--- src/hdl/evs_pkg.sv ---
// Shared types and constants of the energy VAD segmenter.
// No dependencies; every module file refers to it by scoped names.
package evs_pkg;

  localparam int SUM_W = 31;
  localparam int PCNT_W = 16;
  localparam int SPK_W = 32;
  localparam int CH_W = 4;
  localparam int FR_W = 13;
  localparam int HANG_W = 16;
  localparam int MINFR_W = 19;
  localparam int LEVEL_W = 15;
  localparam int NOISE_W = 24;
  localparam int THR_W = 27;
  localparam int PROD_W = 43;
  localparam int DVD_W = 39;
  localparam int DVR_W = 18;
  localparam int CFG_IDX_W = 3;
  localparam int CFG_DATA_W = 19;
  localparam int QUEUE_DEPTH = 2;

  localparam logic [SUM_W-1:0] SUM_MAX = {SUM_W{1'b1}};
  localparam logic [PCNT_W-1:0] PCNT_MAX = {PCNT_W{1'b1}};

  // Register indexes of the configuration port.
  localparam logic [CFG_IDX_W-1:0] CFG_CONSUMER = 3'd0;
  localparam logic [CFG_IDX_W-1:0] CFG_HANGOVER = 3'd1;
  localparam logic [CFG_IDX_W-1:0] CFG_MIN_FRAMES = 3'd2;
  localparam logic [CFG_IDX_W-1:0] CFG_NOISE_INIT = 3'd3;
  localparam logic [CFG_IDX_W-1:0] CFG_OFFSET = 3'd4;

  typedef enum logic [2:0] {
    EV_NONE      = 3'd0,
    EV_DELIVERED = 3'd1,
    EV_SHORT     = 3'd2,
    EV_QFULL     = 3'd3,
    EV_NOCONS    = 3'd4
  } evt_t;

  // One finished packet as handed from the front to the back.
  typedef struct packed {
    logic [SUM_W-1:0]  sum;
    logic [PCNT_W-1:0] cnt;
    logic [FR_W-1:0]   frames;
    logic [CH_W-1:0]   ch;
    logic [SPK_W-1:0]  spk;
    logic              qfull;
  } pkt_t;

  typedef struct packed {
    logic                consumer_present;
    logic [HANG_W-1:0]   hangover_ms;
    logic [MINFR_W-1:0]  min_utterance_frames;
    logic [LEVEL_W-1:0]  noise_floor_init;
    logic [LEVEL_W-1:0]  threshold_offset;
  } cfg_t;

endpackage

--- src/hdl/evs_front.sv ---
// Front of the segmenter: accumulates sample magnitudes per packet and
// queues a record at each nonzero-frame packet end. Depends on evs_pkg.
module evs_front (
  input  logic                        clk,
  input  logic                        rst,
  input  logic                        push,
  output logic                        full,
  input  logic [evs_pkg::SPK_W-1:0]   speaker_id,
  input  logic [evs_pkg::CH_W-1:0]    channel_count,
  input  logic [evs_pkg::FR_W-1:0]    packet_frames,
  input  logic signed [15:0]          sample,
  input  logic                        packet_end,
  input  logic                        queue_full,
  output logic                        q_push,
  output evs_pkg::pkt_t               q_rec,
  input  logic                        q_full
);

  logic [evs_pkg::SUM_W-1:0]  sum;
  logic [evs_pkg::PCNT_W-1:0] cnt;
  logic [15:0]                mag;
  logic [evs_pkg::SUM_W:0]    sum_wide;
  logic [evs_pkg::SUM_W-1:0]  sum_next;
  logic [evs_pkg::PCNT_W-1:0] cnt_next;
  logic                       accept;

  assign full = q_full;
  assign accept = push && !full;
  // The most negative sample wraps to 0x8000, which is its true magnitude.
  assign mag = sample[15] ? 16'(16'd0 - sample) : sample;
  assign sum_wide = {1'b0, sum} + (evs_pkg::SUM_W + 1)'(mag);
  assign sum_next = sum_wide[evs_pkg::SUM_W] ? evs_pkg::SUM_MAX
                                             : sum_wide[evs_pkg::SUM_W-1:0];
  assign cnt_next = (cnt == evs_pkg::PCNT_MAX) ? cnt : cnt + 1'b1;

  assign q_push = accept && packet_end && (packet_frames != '0);
  assign q_rec.sum = sum_next;
  assign q_rec.cnt = cnt_next;
  assign q_rec.frames = packet_frames;
  assign q_rec.ch = channel_count;
  assign q_rec.spk = speaker_id;
  assign q_rec.qfull = queue_full;

  always_ff @(posedge clk) begin
    if (rst) begin
      sum <= '0;
      cnt <= '0;
    end else if (accept) begin
      if (packet_end) begin
        sum <= '0;
        cnt <= '0;
      end else begin
        sum <= sum_next;
        cnt <= cnt_next;
      end
    end
  end

endmodule

--- src/hdl/evs_fifo.sv ---
// Short queue of packet records between the front and the back.
// Depends on evs_pkg for the record type.
module evs_fifo #(
  parameter int DEPTH = 2
) (
  input  logic          clk,
  input  logic          rst,
  input  logic          push,
  input  evs_pkg::pkt_t din,
  output logic          full,
  input  logic          pop,
  output evs_pkg::pkt_t dout,
  output logic          empty
);

  localparam int PTR_W = (DEPTH > 1) ? $clog2(DEPTH) : 1;
  localparam int LVL_W = $clog2(DEPTH + 1);

  evs_pkg::pkt_t    mem [DEPTH];
  logic [PTR_W-1:0] wptr;
  logic [PTR_W-1:0] rptr;
  logic [LVL_W-1:0] level;
  logic             do_push;
  logic             do_pop;

  assign full = (level == LVL_W'(DEPTH));
  assign empty = (level == '0);
  assign do_push = push && !full;
  assign do_pop = pop && !empty;
  assign dout = mem[rptr];

  always_ff @(posedge clk) begin
    if (do_push) begin
      mem[wptr] <= din;
    end
  end

  always_ff @(posedge clk) begin
    if (rst) begin
      wptr <= '0;
      rptr <= '0;
      level <= '0;
    end else begin
      if (do_push) begin
        wptr <= (wptr == PTR_W'(DEPTH - 1)) ? '0 : wptr + 1'b1;
      end
      if (do_pop) begin
        rptr <= (rptr == PTR_W'(DEPTH - 1)) ? '0 : rptr + 1'b1;
      end
      if (do_push && !do_pop) begin
        level <= level + 1'b1;
      end else if (do_pop && !do_push) begin
        level <= level - 1'b1;
      end
    end
  end

endmodule

--- src/hdl/evs_div.sv ---
// Restoring divider, one quotient bit per cycle, shared by the back end.
// Depends on evs_pkg for its widths.
module evs_div (
  input  logic                      clk,
  input  logic                      rst,
  input  logic                      start,
  input  logic [evs_pkg::DVD_W-1:0] dividend,
  input  logic [evs_pkg::DVR_W-1:0] divisor,
  output logic                      done,
  output logic [evs_pkg::DVD_W-1:0] quotient
);

  localparam int CW = $clog2(evs_pkg::DVD_W + 1);

  logic [evs_pkg::DVR_W-1:0] rem;
  logic [evs_pkg::DVR_W-1:0] dvr;
  logic [CW-1:0]             steps;
  logic                      busy;
  logic [evs_pkg::DVR_W:0]   trial;
  logic [evs_pkg::DVR_W:0]   diff;
  logic                      ge;

  assign trial = {rem, quotient[evs_pkg::DVD_W-1]};
  assign diff = trial - {1'b0, dvr};
  assign ge = (trial >= {1'b0, dvr});

  always_ff @(posedge clk) begin
    if (start) begin
      quotient <= dividend;
      rem <= '0;
      dvr <= divisor;
    end else if (busy) begin
      quotient <= {quotient[evs_pkg::DVD_W-2:0], ge};
      rem <= ge ? diff[evs_pkg::DVR_W-1:0] : trial[evs_pkg::DVR_W-1:0];
    end
  end

  always_ff @(posedge clk) begin
    if (rst) begin
      busy <= 1'b0;
      steps <= '0;
      done <= 1'b0;
    end else begin
      done <= 1'b0;
      if (start) begin
        busy <= 1'b1;
        steps <= CW'(evs_pkg::DVD_W);
      end else if (busy) begin
        steps <= steps - 1'b1;
        if (steps == CW'(1)) begin
          busy <= 1'b0;
          done <= 1'b1;
        end
      end
    end
  end

endmodule

--- src/hdl/evs_back.sv ---
// Back of the segmenter: slot lookup, noise floor, voicing decision and
// utterance end, sequenced around the shared divider. Depends on evs_pkg,
// evs_div.
module evs_back #(
  parameter int SPEAKER_SLOTS = 8,
  parameter int MAX_SECONDS = 10,
  parameter int SAMPLE_RATE = 48000,
  parameter int MAX_PACKET_FRAMES = 4096,
  parameter int MAX_CHANNELS = 8
) (
  input  logic                          clk,
  input  logic                          rst,
  input  evs_pkg::cfg_t                 cfg,
  input  logic                          q_empty,
  input  evs_pkg::pkt_t                 q_rec,
  output logic                          q_pop,
  output logic                          empty,
  input  logic                          pop,
  output logic [2:0]                    slot_index,
  output logic                          voiced,
  output logic                          append_packet,
  output logic [2:0]                    utterance_event,
  output logic [18:0]                   utterance_frames,
  output logic [evs_pkg::SPK_W-1:0]     utterance_speaker,
  output logic [evs_pkg::CH_W-1:0]      utterance_channels
);

  localparam int SLOT_W = (SPEAKER_SLOTS > 1) ? $clog2(SPEAKER_SLOTS) : 1;
  localparam int CAP1 = SAMPLE_RATE * MAX_SECONDS;
  localparam int CAPW = $clog2(CAP1 * MAX_CHANNELS + 1);
  localparam int AW = ((CAPW > evs_pkg::PCNT_W) ? CAPW : evs_pkg::PCNT_W) + 1;
  localparam int FRW = 17;

  // The packet duration divides by a constant rate. A reciprocal with enough
  // fraction bits, folded with the factor of 1000, gives the exact floor.
  localparam longint MS_X_MAX = longint'(MAX_PACKET_FRAMES) * 1000;
  localparam int MS_SHIFT = $clog2(MS_X_MAX * SAMPLE_RATE + 1);
  localparam longint MS_MUL =
    (((longint'(1) << MS_SHIFT) + SAMPLE_RATE - 1) / SAMPLE_RATE) * 1000;
  localparam int MSM_W = $clog2(MS_MUL + 1);
  localparam int MSP_W = FRW + MSM_W;

  typedef enum logic [8:0] {
    S_IDLE   = 9'b000000001,
    S_CLAIM  = 9'b000000010,
    S_LVL    = 9'b000000100,
    S_THR    = 9'b000001000,
    S_PROD   = 9'b000010000,
    S_VOICE  = 9'b000100000,
    S_CAP    = 9'b001000000,
    S_UFR    = 9'b010000000,
    S_OUT    = 9'b100000000
  } state_t;

  state_t state;

  logic [evs_pkg::SPK_W-1:0]   slot_speaker  [SPEAKER_SLOTS];
  logic                        slot_active   [SPEAKER_SLOTS];
  logic [evs_pkg::CH_W-1:0]    slot_channels [SPEAKER_SLOTS];
  logic [CAPW-1:0]             slot_count    [SPEAKER_SLOTS];
  logic                        slot_speaking [SPEAKER_SLOTS];
  logic [evs_pkg::HANG_W-1:0]  slot_silence  [SPEAKER_SLOTS];
  logic [evs_pkg::NOISE_W-1:0] slot_noise    [SPEAKER_SLOTS];

  evs_pkg::pkt_t               rec;
  logic [SLOT_W-1:0]           s;
  logic [evs_pkg::THR_W-1:0]   thresh;
  logic [evs_pkg::PROD_W-1:0]  prod;
  logic [evs_pkg::HANG_W-1:0]  ms;
  logic                        voiced_r;
  logic                        append_r;
  logic [2:0]                  evt_r;
  logic [18:0]                 ufr_r;
  logic [evs_pkg::SPK_W-1:0]   uspk_r;
  logic [evs_pkg::CH_W-1:0]    uch_r;

  // Divider hookup.
  logic                        div_start;
  logic [evs_pkg::DVD_W-1:0]   div_dvd;
  logic [evs_pkg::DVR_W-1:0]   div_dvr;
  logic                        div_done;
  logic [evs_pkg::DVD_W-1:0]   div_quo;

  // Lookup.
  logic                        hit_found;
  logic [SLOT_W-1:0]           hit_idx;
  logic [SLOT_W-1:0]           claim_idx;
  logic [SLOT_W-1:0]           pick;
  logic [evs_pkg::CH_W-1:0]    ch_sat;
  logic [FRW-1:0]              fr_sat;
  logic [MSP_W-1:0]            ms_prod;
  logic [evs_pkg::HANG_W-1:0]  ms_calc;

  // Datapath of the selected slot.
  logic [evs_pkg::NOISE_W-1:0] cur_noise;
  logic                        cur_speak;
  logic [evs_pkg::HANG_W-1:0]  cur_sil;
  logic [CAPW-1:0]             cur_count;
  logic [evs_pkg::CH_W-1:0]    cur_ch;
  logic [31:0]                 mul_a;
  logic [31:0]                 mul_b;
  logic [31:0]                 mix;
  logic [evs_pkg::THR_W-1:0]   thresh_next;
  logic [evs_pkg::PROD_W-1:0]  level_big;
  logic                        voiced_c;
  logic [evs_pkg::HANG_W:0]    sil_sum;
  logic [evs_pkg::HANG_W-1:0]  sil_sat;
  logic [AW-1:0]               cap;
  logic [AW-1:0]               cnt_a;
  logic                        fits;
  logic [CAPW-1:0]             new_count;
  logic                        end_c;
  evs_pkg::evt_t               evt_c;

  evs_div u_div (
    .clk      (clk),
    .rst      (rst),
    .start    (div_start),
    .dividend (div_dvd),
    .divisor  (div_dvr),
    .done     (div_done),
    .quotient (div_quo)
  );

  always_comb begin
    hit_found = 1'b0;
    hit_idx = '0;
    claim_idx = '0;
    for (int i = 0; i < SPEAKER_SLOTS; i++) begin
      if (slot_active[i] && slot_speaker[i] == rec.spk && !hit_found) begin
        hit_found = 1'b1;
        hit_idx = SLOT_W'(i);
      end
      if (!slot_active[i]) begin
        claim_idx = SLOT_W'(i);
      end
    end
  end

  assign pick = hit_found ? hit_idx : claim_idx;
  assign ch_sat = (rec.ch == '0) ? evs_pkg::CH_W'(1)
                : (rec.ch > evs_pkg::CH_W'(MAX_CHANNELS)) ? evs_pkg::CH_W'(MAX_CHANNELS)
                : rec.ch;
  assign fr_sat = ({4'b0, rec.frames} > FRW'(MAX_PACKET_FRAMES)) ? FRW'(MAX_PACKET_FRAMES)
                                                                  : {4'b0, rec.frames};
  assign ms_prod = MSP_W'(fr_sat) * MSP_W'(MS_MUL);
  assign ms_calc = evs_pkg::HANG_W'(ms_prod >> MS_SHIFT);

  assign cur_noise = slot_noise[s];
  assign cur_speak = slot_speaking[s];
  assign cur_sil = slot_silence[s];
  assign cur_count = slot_count[s];
  assign cur_ch = slot_channels[s];

  // Only bits 31:8 of the mixed sum survive, so 32-bit products suffice.
  assign mul_a = {8'b0, cur_noise} * 32'd243;
  assign mul_b = div_quo[31:0] * 32'd13;
  assign mix = mul_a + mul_b;
  assign thresh_next = evs_pkg::THR_W'(cur_noise) * evs_pkg::THR_W'(3)
                     + evs_pkg::THR_W'({cfg.threshold_offset, 8'b0});
  assign level_big = evs_pkg::PROD_W'({rec.sum, 8'b0});
  assign voiced_c = level_big > prod;
  assign sil_sum = {1'b0, cur_sil} + {1'b0, ms};
  assign sil_sat = sil_sum[evs_pkg::HANG_W] ? {evs_pkg::HANG_W{1'b1}}
                                            : sil_sum[evs_pkg::HANG_W-1:0];

  assign cap = AW'(CAP1) * AW'(cur_ch);
  assign cnt_a = AW'(cur_count) + AW'(rec.cnt);
  assign fits = cur_speak && (cnt_a <= cap);
  assign new_count = fits ? cnt_a[CAPW-1:0] : cur_count;
  assign end_c = cur_speak && ((cur_sil >= cfg.hangover_ms) ||
                               (AW'(new_count) + AW'(rec.cnt) > cap));

  always_comb begin
    if (div_quo < evs_pkg::DVD_W'(cfg.min_utterance_frames)) begin
      evt_c = evs_pkg::EV_SHORT;
    end else if (rec.qfull) begin
      evt_c = evs_pkg::EV_QFULL;
    end else if (!cfg.consumer_present) begin
      evt_c = evs_pkg::EV_NOCONS;
    end else begin
      evt_c = evs_pkg::EV_DELIVERED;
    end
  end

  always_comb begin
    div_start = 1'b0;
    div_dvd = evs_pkg::DVD_W'(level_big);
    div_dvr = evs_pkg::DVR_W'(rec.cnt);
    unique case (state)
      S_CLAIM: begin
        div_start = 1'b1;
      end
      S_CAP: begin
        div_start = end_c;
        div_dvd = evs_pkg::DVD_W'(new_count);
        div_dvr = evs_pkg::DVR_W'(cur_ch);
      end
      default: begin
      end
    endcase
  end

  assign q_pop = (state == S_IDLE) && !q_empty;

  always_ff @(posedge clk) begin
    if (rst) begin
      state <= S_IDLE;
      empty <= 1'b1;
      for (int i = 0; i < SPEAKER_SLOTS; i++) begin
        slot_active[i] <= 1'b0;
      end
    end else begin
      if (pop && !empty) begin
        empty <= 1'b1;
      end
      unique case (state)
        S_IDLE: begin
          if (!q_empty) begin
            rec <= q_rec;
            state <= S_CLAIM;
          end
        end
        S_CLAIM: begin
          s <= pick;
          if (!hit_found) begin
            slot_speaker[pick] <= rec.spk;
            slot_channels[pick] <= ch_sat;
            slot_count[pick] <= '0;
            slot_speaking[pick] <= 1'b0;
            slot_silence[pick] <= '0;
            slot_noise[pick] <= evs_pkg::NOISE_W'({cfg.noise_floor_init, 8'b0});
            slot_active[pick] <= 1'b1;
          end
          state <= S_LVL;
        end
        S_LVL: begin
          if (div_done) begin
            if (!cur_speak) begin
              slot_noise[s] <= mix[31:8];
            end
            state <= S_THR;
          end
        end
        S_THR: begin
          thresh <= thresh_next;
          ms <= ms_calc;
          state <= S_PROD;
        end
        S_PROD: begin
          prod <= evs_pkg::PROD_W'(rec.cnt) * evs_pkg::PROD_W'(thresh);
          state <= S_VOICE;
        end
        S_VOICE: begin
          voiced_r <= voiced_c;
          if (voiced_c) begin
            slot_speaking[s] <= 1'b1;
            slot_silence[s] <= '0;
          end else if (cur_speak) begin
            slot_silence[s] <= sil_sat;
          end
          state <= S_CAP;
        end
        S_CAP: begin
          append_r <= fits;
          slot_count[s] <= new_count;
          if (end_c) begin
            state <= S_UFR;
          end else begin
            evt_r <= evs_pkg::EV_NONE;
            ufr_r <= '0;
            uspk_r <= '0;
            uch_r <= '0;
            state <= S_OUT;
          end
        end
        S_UFR: begin
          if (div_done) begin
            evt_r <= evt_c;
            ufr_r <= div_quo[18:0];
            uspk_r <= slot_speaker[s];
            uch_r <= cur_ch;
            slot_count[s] <= '0;
            slot_speaking[s] <= 1'b0;
            slot_silence[s] <= '0;
            state <= S_OUT;
          end
        end
        S_OUT: begin
          // The result beat is loaded only once the previous one has left.
          if (empty || pop) begin
            slot_index <= 3'(s);
            voiced <= voiced_r;
            append_packet <= append_r;
            utterance_event <= evt_r;
            utterance_frames <= ufr_r;
            utterance_speaker <= uspk_r;
            utterance_channels <= uch_r;
            empty <= 1'b0;
            state <= S_IDLE;
          end
        end
        default: begin
          state <= S_IDLE;
        end
      endcase
    end
  end

endmodule

--- src/hdl/energy_vad_segmenter_core.sv ---
// Top level of the energy VAD segmenter: configuration registers, front
// accumulator, record queue and back end. Depends on evs_pkg, evs_front,
// evs_fifo, evs_back.
//
// Usage. Samples enter on the push/full channel, one beat per sample; the
// beat with packet_end high closes a packet. Each closed packet with a
// nonzero packet_frames yields exactly one result beat on the empty/pop
// channel; packets with zero frames are discarded. The user must write the
// registers on the cfg channel (cfg_ready is always high) only while the
// block is idle; the block itself does not enforce this. The back end takes
// a new packet record only when it has finished the last one; each record
// costs a pass of the one-bit-per-cycle divider for the level, and one more
// for the utterance frames when the packet ends an utterance.
// The front takes one sample per cycle while full is low. A queue of two
// packet records lets it keep accepting samples while the back end works;
// full rises only when both records wait.
// Reset clears all speaker slots and the accumulators, empties the result
// register and loads the register defaults. When the receiver does not
// pop, the result beat holds and the back end waits, then the queue fills.
module energy_vad_segmenter_core #(
  parameter int SPEAKER_SLOTS = 8,
  parameter int MAX_SECONDS = 10,
  parameter int SAMPLE_RATE = 48000,
  parameter int MAX_PACKET_FRAMES = 4096,
  parameter int MAX_CHANNELS = 8
) (
  input  logic                              clk,
  input  logic                              rst,
  input  logic                              push,
  output logic                              full,
  input  logic [evs_pkg::SPK_W-1:0]         speaker_id,
  input  logic [evs_pkg::CH_W-1:0]          channel_count,
  input  logic [evs_pkg::FR_W-1:0]          packet_frames,
  input  logic signed [15:0]                sample,
  input  logic                              packet_end,
  input  logic                              queue_full,
  output logic                              empty,
  input  logic                              pop,
  output logic [2:0]                        slot_index,
  output logic                              voiced,
  output logic                              append_packet,
  output logic [2:0]                        utterance_event,
  output logic [18:0]                       utterance_frames,
  output logic [evs_pkg::SPK_W-1:0]         utterance_speaker,
  output logic [evs_pkg::CH_W-1:0]          utterance_channels,
  input  logic                              cfg_valid,
  output logic                              cfg_ready,
  input  logic [evs_pkg::CFG_IDX_W-1:0]     cfg_index,
  input  logic [evs_pkg::CFG_DATA_W-1:0]    cfg_data
);

  evs_pkg::cfg_t cfg;
  evs_pkg::pkt_t f_rec;
  evs_pkg::pkt_t q_rec;
  logic          f_push;
  logic          q_full;
  logic          q_empty;
  logic          q_pop;

  assign cfg_ready = 1'b1;

  always_ff @(posedge clk) begin
    if (rst) begin
      cfg.consumer_present <= 1'b0;
      cfg.hangover_ms <= 16'd800;
      cfg.min_utterance_frames <= 19'd16800;
      cfg.noise_floor_init <= 15'd200;
      cfg.threshold_offset <= 15'd300;
    end else if (cfg_valid && cfg_ready) begin
      case (cfg_index)
        evs_pkg::CFG_CONSUMER:   cfg.consumer_present <= cfg_data[0];
        evs_pkg::CFG_HANGOVER:   cfg.hangover_ms <= cfg_data[15:0];
        evs_pkg::CFG_MIN_FRAMES: cfg.min_utterance_frames <= cfg_data;
        evs_pkg::CFG_NOISE_INIT: cfg.noise_floor_init <= cfg_data[14:0];
        evs_pkg::CFG_OFFSET:     cfg.threshold_offset <= cfg_data[14:0];
        default: begin
        end
      endcase
    end
  end

  evs_front u_front (
    .clk           (clk),
    .rst           (rst),
    .push          (push),
    .full          (full),
    .speaker_id    (speaker_id),
    .channel_count (channel_count),
    .packet_frames (packet_frames),
    .sample        (sample),
    .packet_end    (packet_end),
    .queue_full    (queue_full),
    .q_push        (f_push),
    .q_rec         (f_rec),
    .q_full        (q_full)
  );

  evs_fifo #(
    .DEPTH (evs_pkg::QUEUE_DEPTH)
  ) u_fifo (
    .clk   (clk),
    .rst   (rst),
    .push  (f_push),
    .din   (f_rec),
    .full  (q_full),
    .pop   (q_pop),
    .dout  (q_rec),
    .empty (q_empty)
  );

  evs_back #(
    .SPEAKER_SLOTS     (SPEAKER_SLOTS),
    .MAX_SECONDS       (MAX_SECONDS),
    .SAMPLE_RATE       (SAMPLE_RATE),
    .MAX_PACKET_FRAMES (MAX_PACKET_FRAMES),
    .MAX_CHANNELS      (MAX_CHANNELS)
  ) u_back (
    .clk                (clk),
    .rst                (rst),
    .cfg                (cfg),
    .q_empty            (q_empty),
    .q_rec              (q_rec),
    .q_pop              (q_pop),
    .empty              (empty),
    .pop                (pop),
    .slot_index         (slot_index),
    .voiced             (voiced),
    .append_packet      (append_packet),
    .utterance_event    (utterance_event),
    .utterance_frames   (utterance_frames),
    .utterance_speaker  (utterance_speaker),
    .utterance_channels (utterance_channels)
  );

endmodule

--- config.mk ---
export PLATFORM = sky130hd
export DESIGN_NAME = energy_vad_segmenter_core
export DESIGN_NICKNAME = d
export VERILOG_FILES = /design/src/hdl/evs_pkg.sv /design/src/hdl/evs_front.sv /design/src/hdl/evs_fifo.sv /design/src/hdl/evs_div.sv /design/src/hdl/evs_back.sv /design/src/hdl/energy_vad_segmenter_core.sv
export SDC_FILE = /design/constraint.sdc
export NUM_CORES = 2
export LEC_CHECK = 0
export BUFFER_PORTS_ARGS = -buffer_cell sky130_fd_sc_hd__buf_2
export CAP_MARGIN = 40
export CORE_MARGIN = 4
export CORE_UTILIZATION = 60
export DETAILED_ROUTE_END_ITERATION = 8
export GPL_TIMING_DRIVEN = 0
export PLACE_DENSITY = 0.77
export SLEW_MARGIN = 10
export SYNTH_ARGS = -nofsm -noshare
export SYNTH_HDL_FRONTEND = slang
export SYNTH_SLANG_ARGS = --single-unit
--- constraint.sdc ---
create_clock -name clk -period 29.2 [get_ports clk]
set_clock_uncertainty 0.05 [all_clocks]
set_input_delay 5.84 -clock clk [delete_from_list [all_inputs] [get_ports clk]]
set_output_delay 5.84 -clock clk [all_outputs]
set_load 0.005 [all_outputs]
Word level (Yosys, flattened, before mapping)
Memory sizes are Yosys's and may differ from the RTL's. A register that Yosys moved wholly into a read port is not among the register bits.
Index checks and enable logic that the tools add are counted.

storage, ports and cells
  bits in registers = 418
  memory bits (writable) = 994
  bits of input ports = 94
  output and inout bits = 66
  word-level logic and storage cells = 304
  memories kept = 8

cells by class
  add/subtract/negate cells = 14
  multipliers = 6
  magnitude comparators = 8
  eq/ne operators = 29
  muxes and demuxes = 127
  bitwise logic cells = 7
  reduce and logical (&&, ||, !) cells = 68

memory list
  memory                words  bits a word  read ports  clocked after memory_dff  wr ports  RTL line        text
  u_back.slot_speaker   8      32           9           1                         1         evs_back.sv:57  logic [evs_pkg::SPK_W-1:0] slot_speaker [SPEAKER_SLOTS];
  u_fifo.mem            2      97           1           1                         1         evs_fifo.sv:19  evs_pkg::pkt_t mem [DEPTH];
  u_back.slot_noise     8      24           1           1                         1         evs_back.sv:63  logic [evs_pkg::NOISE_W-1:0] slot_noise [SPEAKER_SLOTS];
  u_back.slot_count     8      22           1           1                         1         evs_back.sv:60  logic [CAPW-1:0] slot_count [SPEAKER_SLOTS];
  u_back.slot_silence   8      16           1           1                         1         evs_back.sv:62  logic [evs_pkg::HANG_W-1:0] slot_silence [SPEAKER_SLOTS];
  u_back.slot_channels  8      4            1           1                         1         evs_back.sv:59  logic [evs_pkg::CH_W-1:0] slot_channels [SPEAKER_SLOTS];
  2 more memories       --     --           --          --                        --        --

operators by type and width
  kind                    number
  $eq 32x32->1            8
  $mux 39                 3
  $mux 16                 7
  $pmux 9 s9              1
  $mux 3                  25
  $mux 22                 3
  $mux 32                 2
  $pmux 32 s2             1
  $mux 31                 2
  $mux 1                  56
  $add 22x16->23          2
  $mux 9                  5
  $gt 39x43->1            1
  $mul 16x27->43          1
  $mul 17x25->42 const B  1
  $lt 39x19->1            1
  $mux 19                 2
  $pmux 19 s2             1
  $add 31x16->32          1
  $add 32x32->32          1
  $mul 24x8->32 const B   1
  $mul 32x4->32 const B   1
  $add 26x23->27          1
  $logic_and 1x1->1       26
  60 further kinds        106

Logic depth before layout (Yosys ltp)
An unclocked memory read counts as a cell.

  depth in word-level cells = 31
  gate-level depth with buffers = 58
  mapped depth without buffers = 49

Hierarchy
A second synthesis with hierarchy kept.

second synthesis, totals
  cells, all modules = 7032
  area total of the unflattened synthesis = 91440.2 um2

modules (own cells, without submodules)
  module                     times used  cells an instance  area each (um2)  sequential area each (um2)
  evs_back                   1           5507               72667.2          33211.9
  evs_fifo                   1           327                7334.5           5925.7
  evs_div                    1           372                4356.7           2232.1
  evs_front                  1           571                4349.2           940.9
  energy_vad_segmenter_core  1           255                2732.6           1321.3

Worst setup path after synthesis
No wires, ideal clock.

  path kind = flip-flop to flip-flop
  start point = register with a tool-made name
  end point = register u_back.evt_r[0] (enable)
  setup time = 0.474 ns
  data arrival time = 14.833 ns
  data required time = 28.676 ns
  setup slack = 13.843 ns
  stages on the path, launching flop included = 57
  path buffers = 8
  period minus slack after synthesis = 15.357 ns
  path through = dfxtp_1 -> buf_6 -> buf_6 -> buf_1 -> buf_2 -> clkbuf_1 -> buf_1 -> mux4_2 -> mux2i_1 -> inv_1 -> ha_1 -> ha_1 -> or2_2 -> ha_1 -> a21oi_1 -> nor2_1 -> nor2_1 -> nor2_1 -> [21 not listed] -> o21ai_0 -> a21oi_1 -> o21ai_0 -> nor4b_1 -> o41ai_1 -> nand2_1 -> xor2_1 -> ha_1 -> and4_1 -> or4b_2 -> nor4_1 -> o311a_1 -> nand2_1 -> nor4b_1 -> a211o_1 -> o31ai_1 -> buf_2 -> nor2_1

RTL lines
  element               RTL line         text
  to (signal assigned)  evs_back.sv:270  evt_r <= evs_pkg::EV_NONE;
  to (signal assigned)  evs_back.sv:279  evt_r <= evt_c;
  to (decl)             evs_back.sv:72   logic [2:0] evt_r;

==> results.md <==
* Status: complete, no violations
* Cell area after synthesis at 89700 um2
* Post-Syn Instances at 6931
* Routed WL at 246 mm
* Logic pwr share at 0.589
* Syn Nets at 8136
* First-pass GRT wire length at 370 mm
* Nets at 8603
* Fin Setup TNS at 0 ns
* # IOs at 160
* ANT nets after route at 0
* Die Height at 395 um
* Hold Crit Class: register to register
* Wire per inst at 26.0 um
* Max-slew headroom at 0.370
* Vias in the first global route at 59497
* H-tree depth at 4
* Net Switching at 5.02 mW
* GR Overflow Total at 0
* Initial core utilization at 0.605
* Unrepaired setup endpoints after global routing: false
* Max Fanout on Critical Path at 31
* Worst Max-Slew Pin Slew at 0.927 ns
* Final HPWL DP at 190 mm
* Die Width at 395 um
* Int Pwr at 6.58 mW
* RePlAce Congestion at 0.998
* Setup bufs post-CTS at 0
* Area growth syn-to-layout at 11.7%
* Switching Share at 0.433
* Worst EP required at 29.65 ns
* Post-synth top flop: edfxtp_1
* Largest net degree at the start of global routing at 45
* Post-synth EDFFs at 1342
* Sequential-to-total area share from yosys stat at 0.486
* Clock sinks at 1506
* Root Driver: clkbuf_16
* Crit path DAT at 17.44 ns
* Cell variety after synth at 88
* Flops & latches, synth at 1506
* Worst path max stage delay at 0.77 ns
* Crit end category: register
* # fillers at 10402
* Fmax at 58.9 MHz
* Syn. warnings at 0
* Max clock buf depth at 3
* Asr flop ratio synth at 0
* Top cells by area, synth: edfxtp_1 (45%), fa_1 (13%), ha_1 (7.3%)
* Crit share post-route at 0.582
* Crit Path Category: register to register
* Number of buffers created by CTS at 157
* CTS Hold Bufs at 0
* Final setup viols at 0
* Core Region at 148000 um2
* Leak at 39.9 nW
* Drt initial violations at 6163
* CP startpoint kind: register
* Port Buffers at 157
* Peak VDD IR at 306 uV
* Part of the power in registers at 0.237
* Share of layout cells above drive strength 1 at 0.131
* Row cnt at 141
* Top cell type's share of synthesized area at 0.449
* Max Slew Vio Count at 0
* Post-route DRC at 0
* Worst skew pair latency at 0.82 ns
* Synth area leader: edfxtp_1
* Vias/cell at 6.16
* Clock-pin transition on the worst setup and hold timing paths at 0.06 ns
* GRT Total Usage at 0.318
* Initial antenna violation count at 13
* Post-cts resize count at 0
* Cell Pwr Density at 116 nW/um2
* Min Hold Slack at 0.367 ns
* Worst-path cell with the longest stage delay: clkbuf_1
* Final worst path period need at 16.98 ns
* Crit-path most repeated cell: nor2_1
* Die area at 156000 um2
* Syn Area/Cell at 12.9 um2
* Clk pwr share at 0.174
* Max_cap viols at 0
* Via count at 58239
* CTS tree: built
* Final Hold Fails at 0
* DRT Pass-1 Iters at 6
==> final cells by class <==
cell class / instances / area, um2 / share of cell area
inverter: 773 / 2900 / 0.0290
antenna: 1 / 2.50 / 0.0000250
multi-input combinational: 4389 / 42400 / 0.423
sequential: 1506 / 43600 / 0.435
clock inverter: 89 / 1020 / 0.0102
clock buffer: 199 / 4250 / 0.0424
timing repair buffer: 308 / 2600 / 0.0259
tap: 1930 / 2410 / 0.0241
buffer: 263 / 1030 / 0.0103
==> final timing paths <==
check                           cells after the start                                endpoint                            start  slack, ns
worst max-delay path                               53     u_back.u_div.quotient[21]$_DFFE_PP_                         register      12.22
worst min-delay path                                0  u_back.utterance_speaker[29]$_DFFE_PP_  u_back.uspk_r[29]$_SDFFCE_PN0P_       0.37
worst max register to register                     53     u_back.u_div.quotient[21]$_DFFE_PP_                         register      12.22
worst min register to register                      0  u_back.utterance_speaker[29]$_DFFE_PP_  u_back.uspk_r[29]$_SDFFCE_PN0P_       0.37
==> flip-flops by register name (all words and copies together) (netlist names), 9 cells and up, named ones only <==
signal / count
u_back.level_big: 31
u_back.thresh: 26
u_back.slot_count: 176
u_back.rec: 66
u_back.slot_channels: 32
cfg: 66
u_back.ufr_r: 19
u_back.prod: 43
u_back.u_div.dvr: 16
u_back.utterance_speaker: 32
u_back.u_div.rem: 18
u_fifo.mem: 194
u_back.slot_speaker: 256
u_back.uspk_r: 32
u_back.ms: 9
u_front.sum: 31
u_back.slot_noise: 192
u_back.slot_silence: 128
u_back.u_div.quotient: 39
u_back.utterance_frames: 19
u_front.cnt: 16
u_back.state: 9
==> power by group through the flow <==
stage	Sequential, mW	Combinational (mW)	Clock, mW
floorplan	2.76	4.78	0
global placement	2.80	6.48	0
detailed placement	2.79	6.62	0
CTS	2.75	6.75	2.04
global route	2.76	7.60	2.14
finish	2.75	6.83	2.02
==> Yosys cell counts (12+ instances only) <==
| master | n |
|---|---|
| o21ai_0 | 154 |
| nand2_1 | 624 |
| and2_1 | 206 |
| nor4_1 | 41 |
| a21oi_1 | 242 |
| ha_1 | 525 |
| buf_1 | 30 |
| o21bai_1 | 19 |
| mux2_1 | 12 |
| mux2i_1 | 75 |
| a22o_1 | 29 |
| a22oi_1 | 15 |
| a211oi_1 | 37 |
| mux2_2 | 164 |
| o21a_1 | 40 |
| edfxtp_1 | 1342 |
| or3_1 | 19 |
| xnor2_1 | 348 |
| o31ai_1 | 17 |
| nand2b_1 | 43 |
| and3_1 | 36 |
| and4_1 | 14 |
| mux4_2 | 198 |
| inv_1 | 771 |
| clkbuf_1 | 219 |
| nor2b_1 | 51 |
| xor2_1 | 115 |
| a21o_1 | 96 |
| nor3_1 | 73 |
| a21boi_0 | 14 |
| nand3_1 | 77 |
| nor2_1 | 268 |
| fa_1 | 586 |
| nand4_1 | 74 |
| dfxtp_1 | 164 |
| o211ai_1 | 19 |
==> layer usage <==
layer,routed length [um],track usage
met1,95400,0.435
met2,112000,0.490
met3,25800,0.0747
met4,12800,0.142
met5,89,0
==> per-stage QoR <==
stage           util  std cells  area [um2]  setup slack [ns]  total power, mW
5_1_grt        0.676       9457      100000             11.54             12.5
4_1_cts        0.676       9448      100000             12.55             11.5
3_5_place_dp   0.640       9160       94900             12.71             9.41
2_1_floorplan      -       6931       89700             13.84             7.54
6_report       0.676       9458      100000             12.22             11.6
3_3_place_gp   0.627       9018       92900              7.28             9.28
==> kinds of logic (layout without fill, tap and decap cells) <==
logic type,Yosys count,after routing,share of synthesized area
xor+xnor,463,463,0.0452
flops,1506,1506,0.486
simple gates,1587,1587,0.0853
fa+ha+maj,1111,1111,0.204
buf+inv,1036,1632,0.0438
other cells,1,2,0.0000418
mux,449,449,0.0802
compound gates,778,778,0.0559
==> critical path, delay by kind of cell (launching register included) <==
family | cells | cell delay, ns
adders and majority gates | 5 | 1.77
muxes | 2 | 1.15
DFF | 1 | 0.30
and+or+nand+nor | 22 | 5.46
xor gates and xnor gates | 2 | 0.25
AOI/OAI and AO/OA | 11 | 3.03
buffers and inverters | 11 | 4.60
==> cells in the final DEF, fill, tap and decap left out, types with 37 or more instances in the layout <==
cell type / count
xor2_1: 115
edfxtp_1: 1342
a21oi_1: 242
nand3_1: 77
mux4_2: 198
nand4_1: 74
mux2_2: 164
nor2_1: 256
nand2_1: 624
a211oi_1: 37
a21o_1: 96
o21a_1: 40
mux2i_1: 71
nand2b_1: 43
and2_1: 202
buf_4: 48
inv_1: 771
nor2b_1: 48
dfxtp_1: 164
buf_2: 182
buf_6: 42
o21ai_0: 154
xnor2_1: 348
ha_1: 525
clkbuf_1: 247
fa_1: 586
nor3_1: 59
nor4_1: 41
clkbuf_16: 160
(Power assumes the default switching activity.)
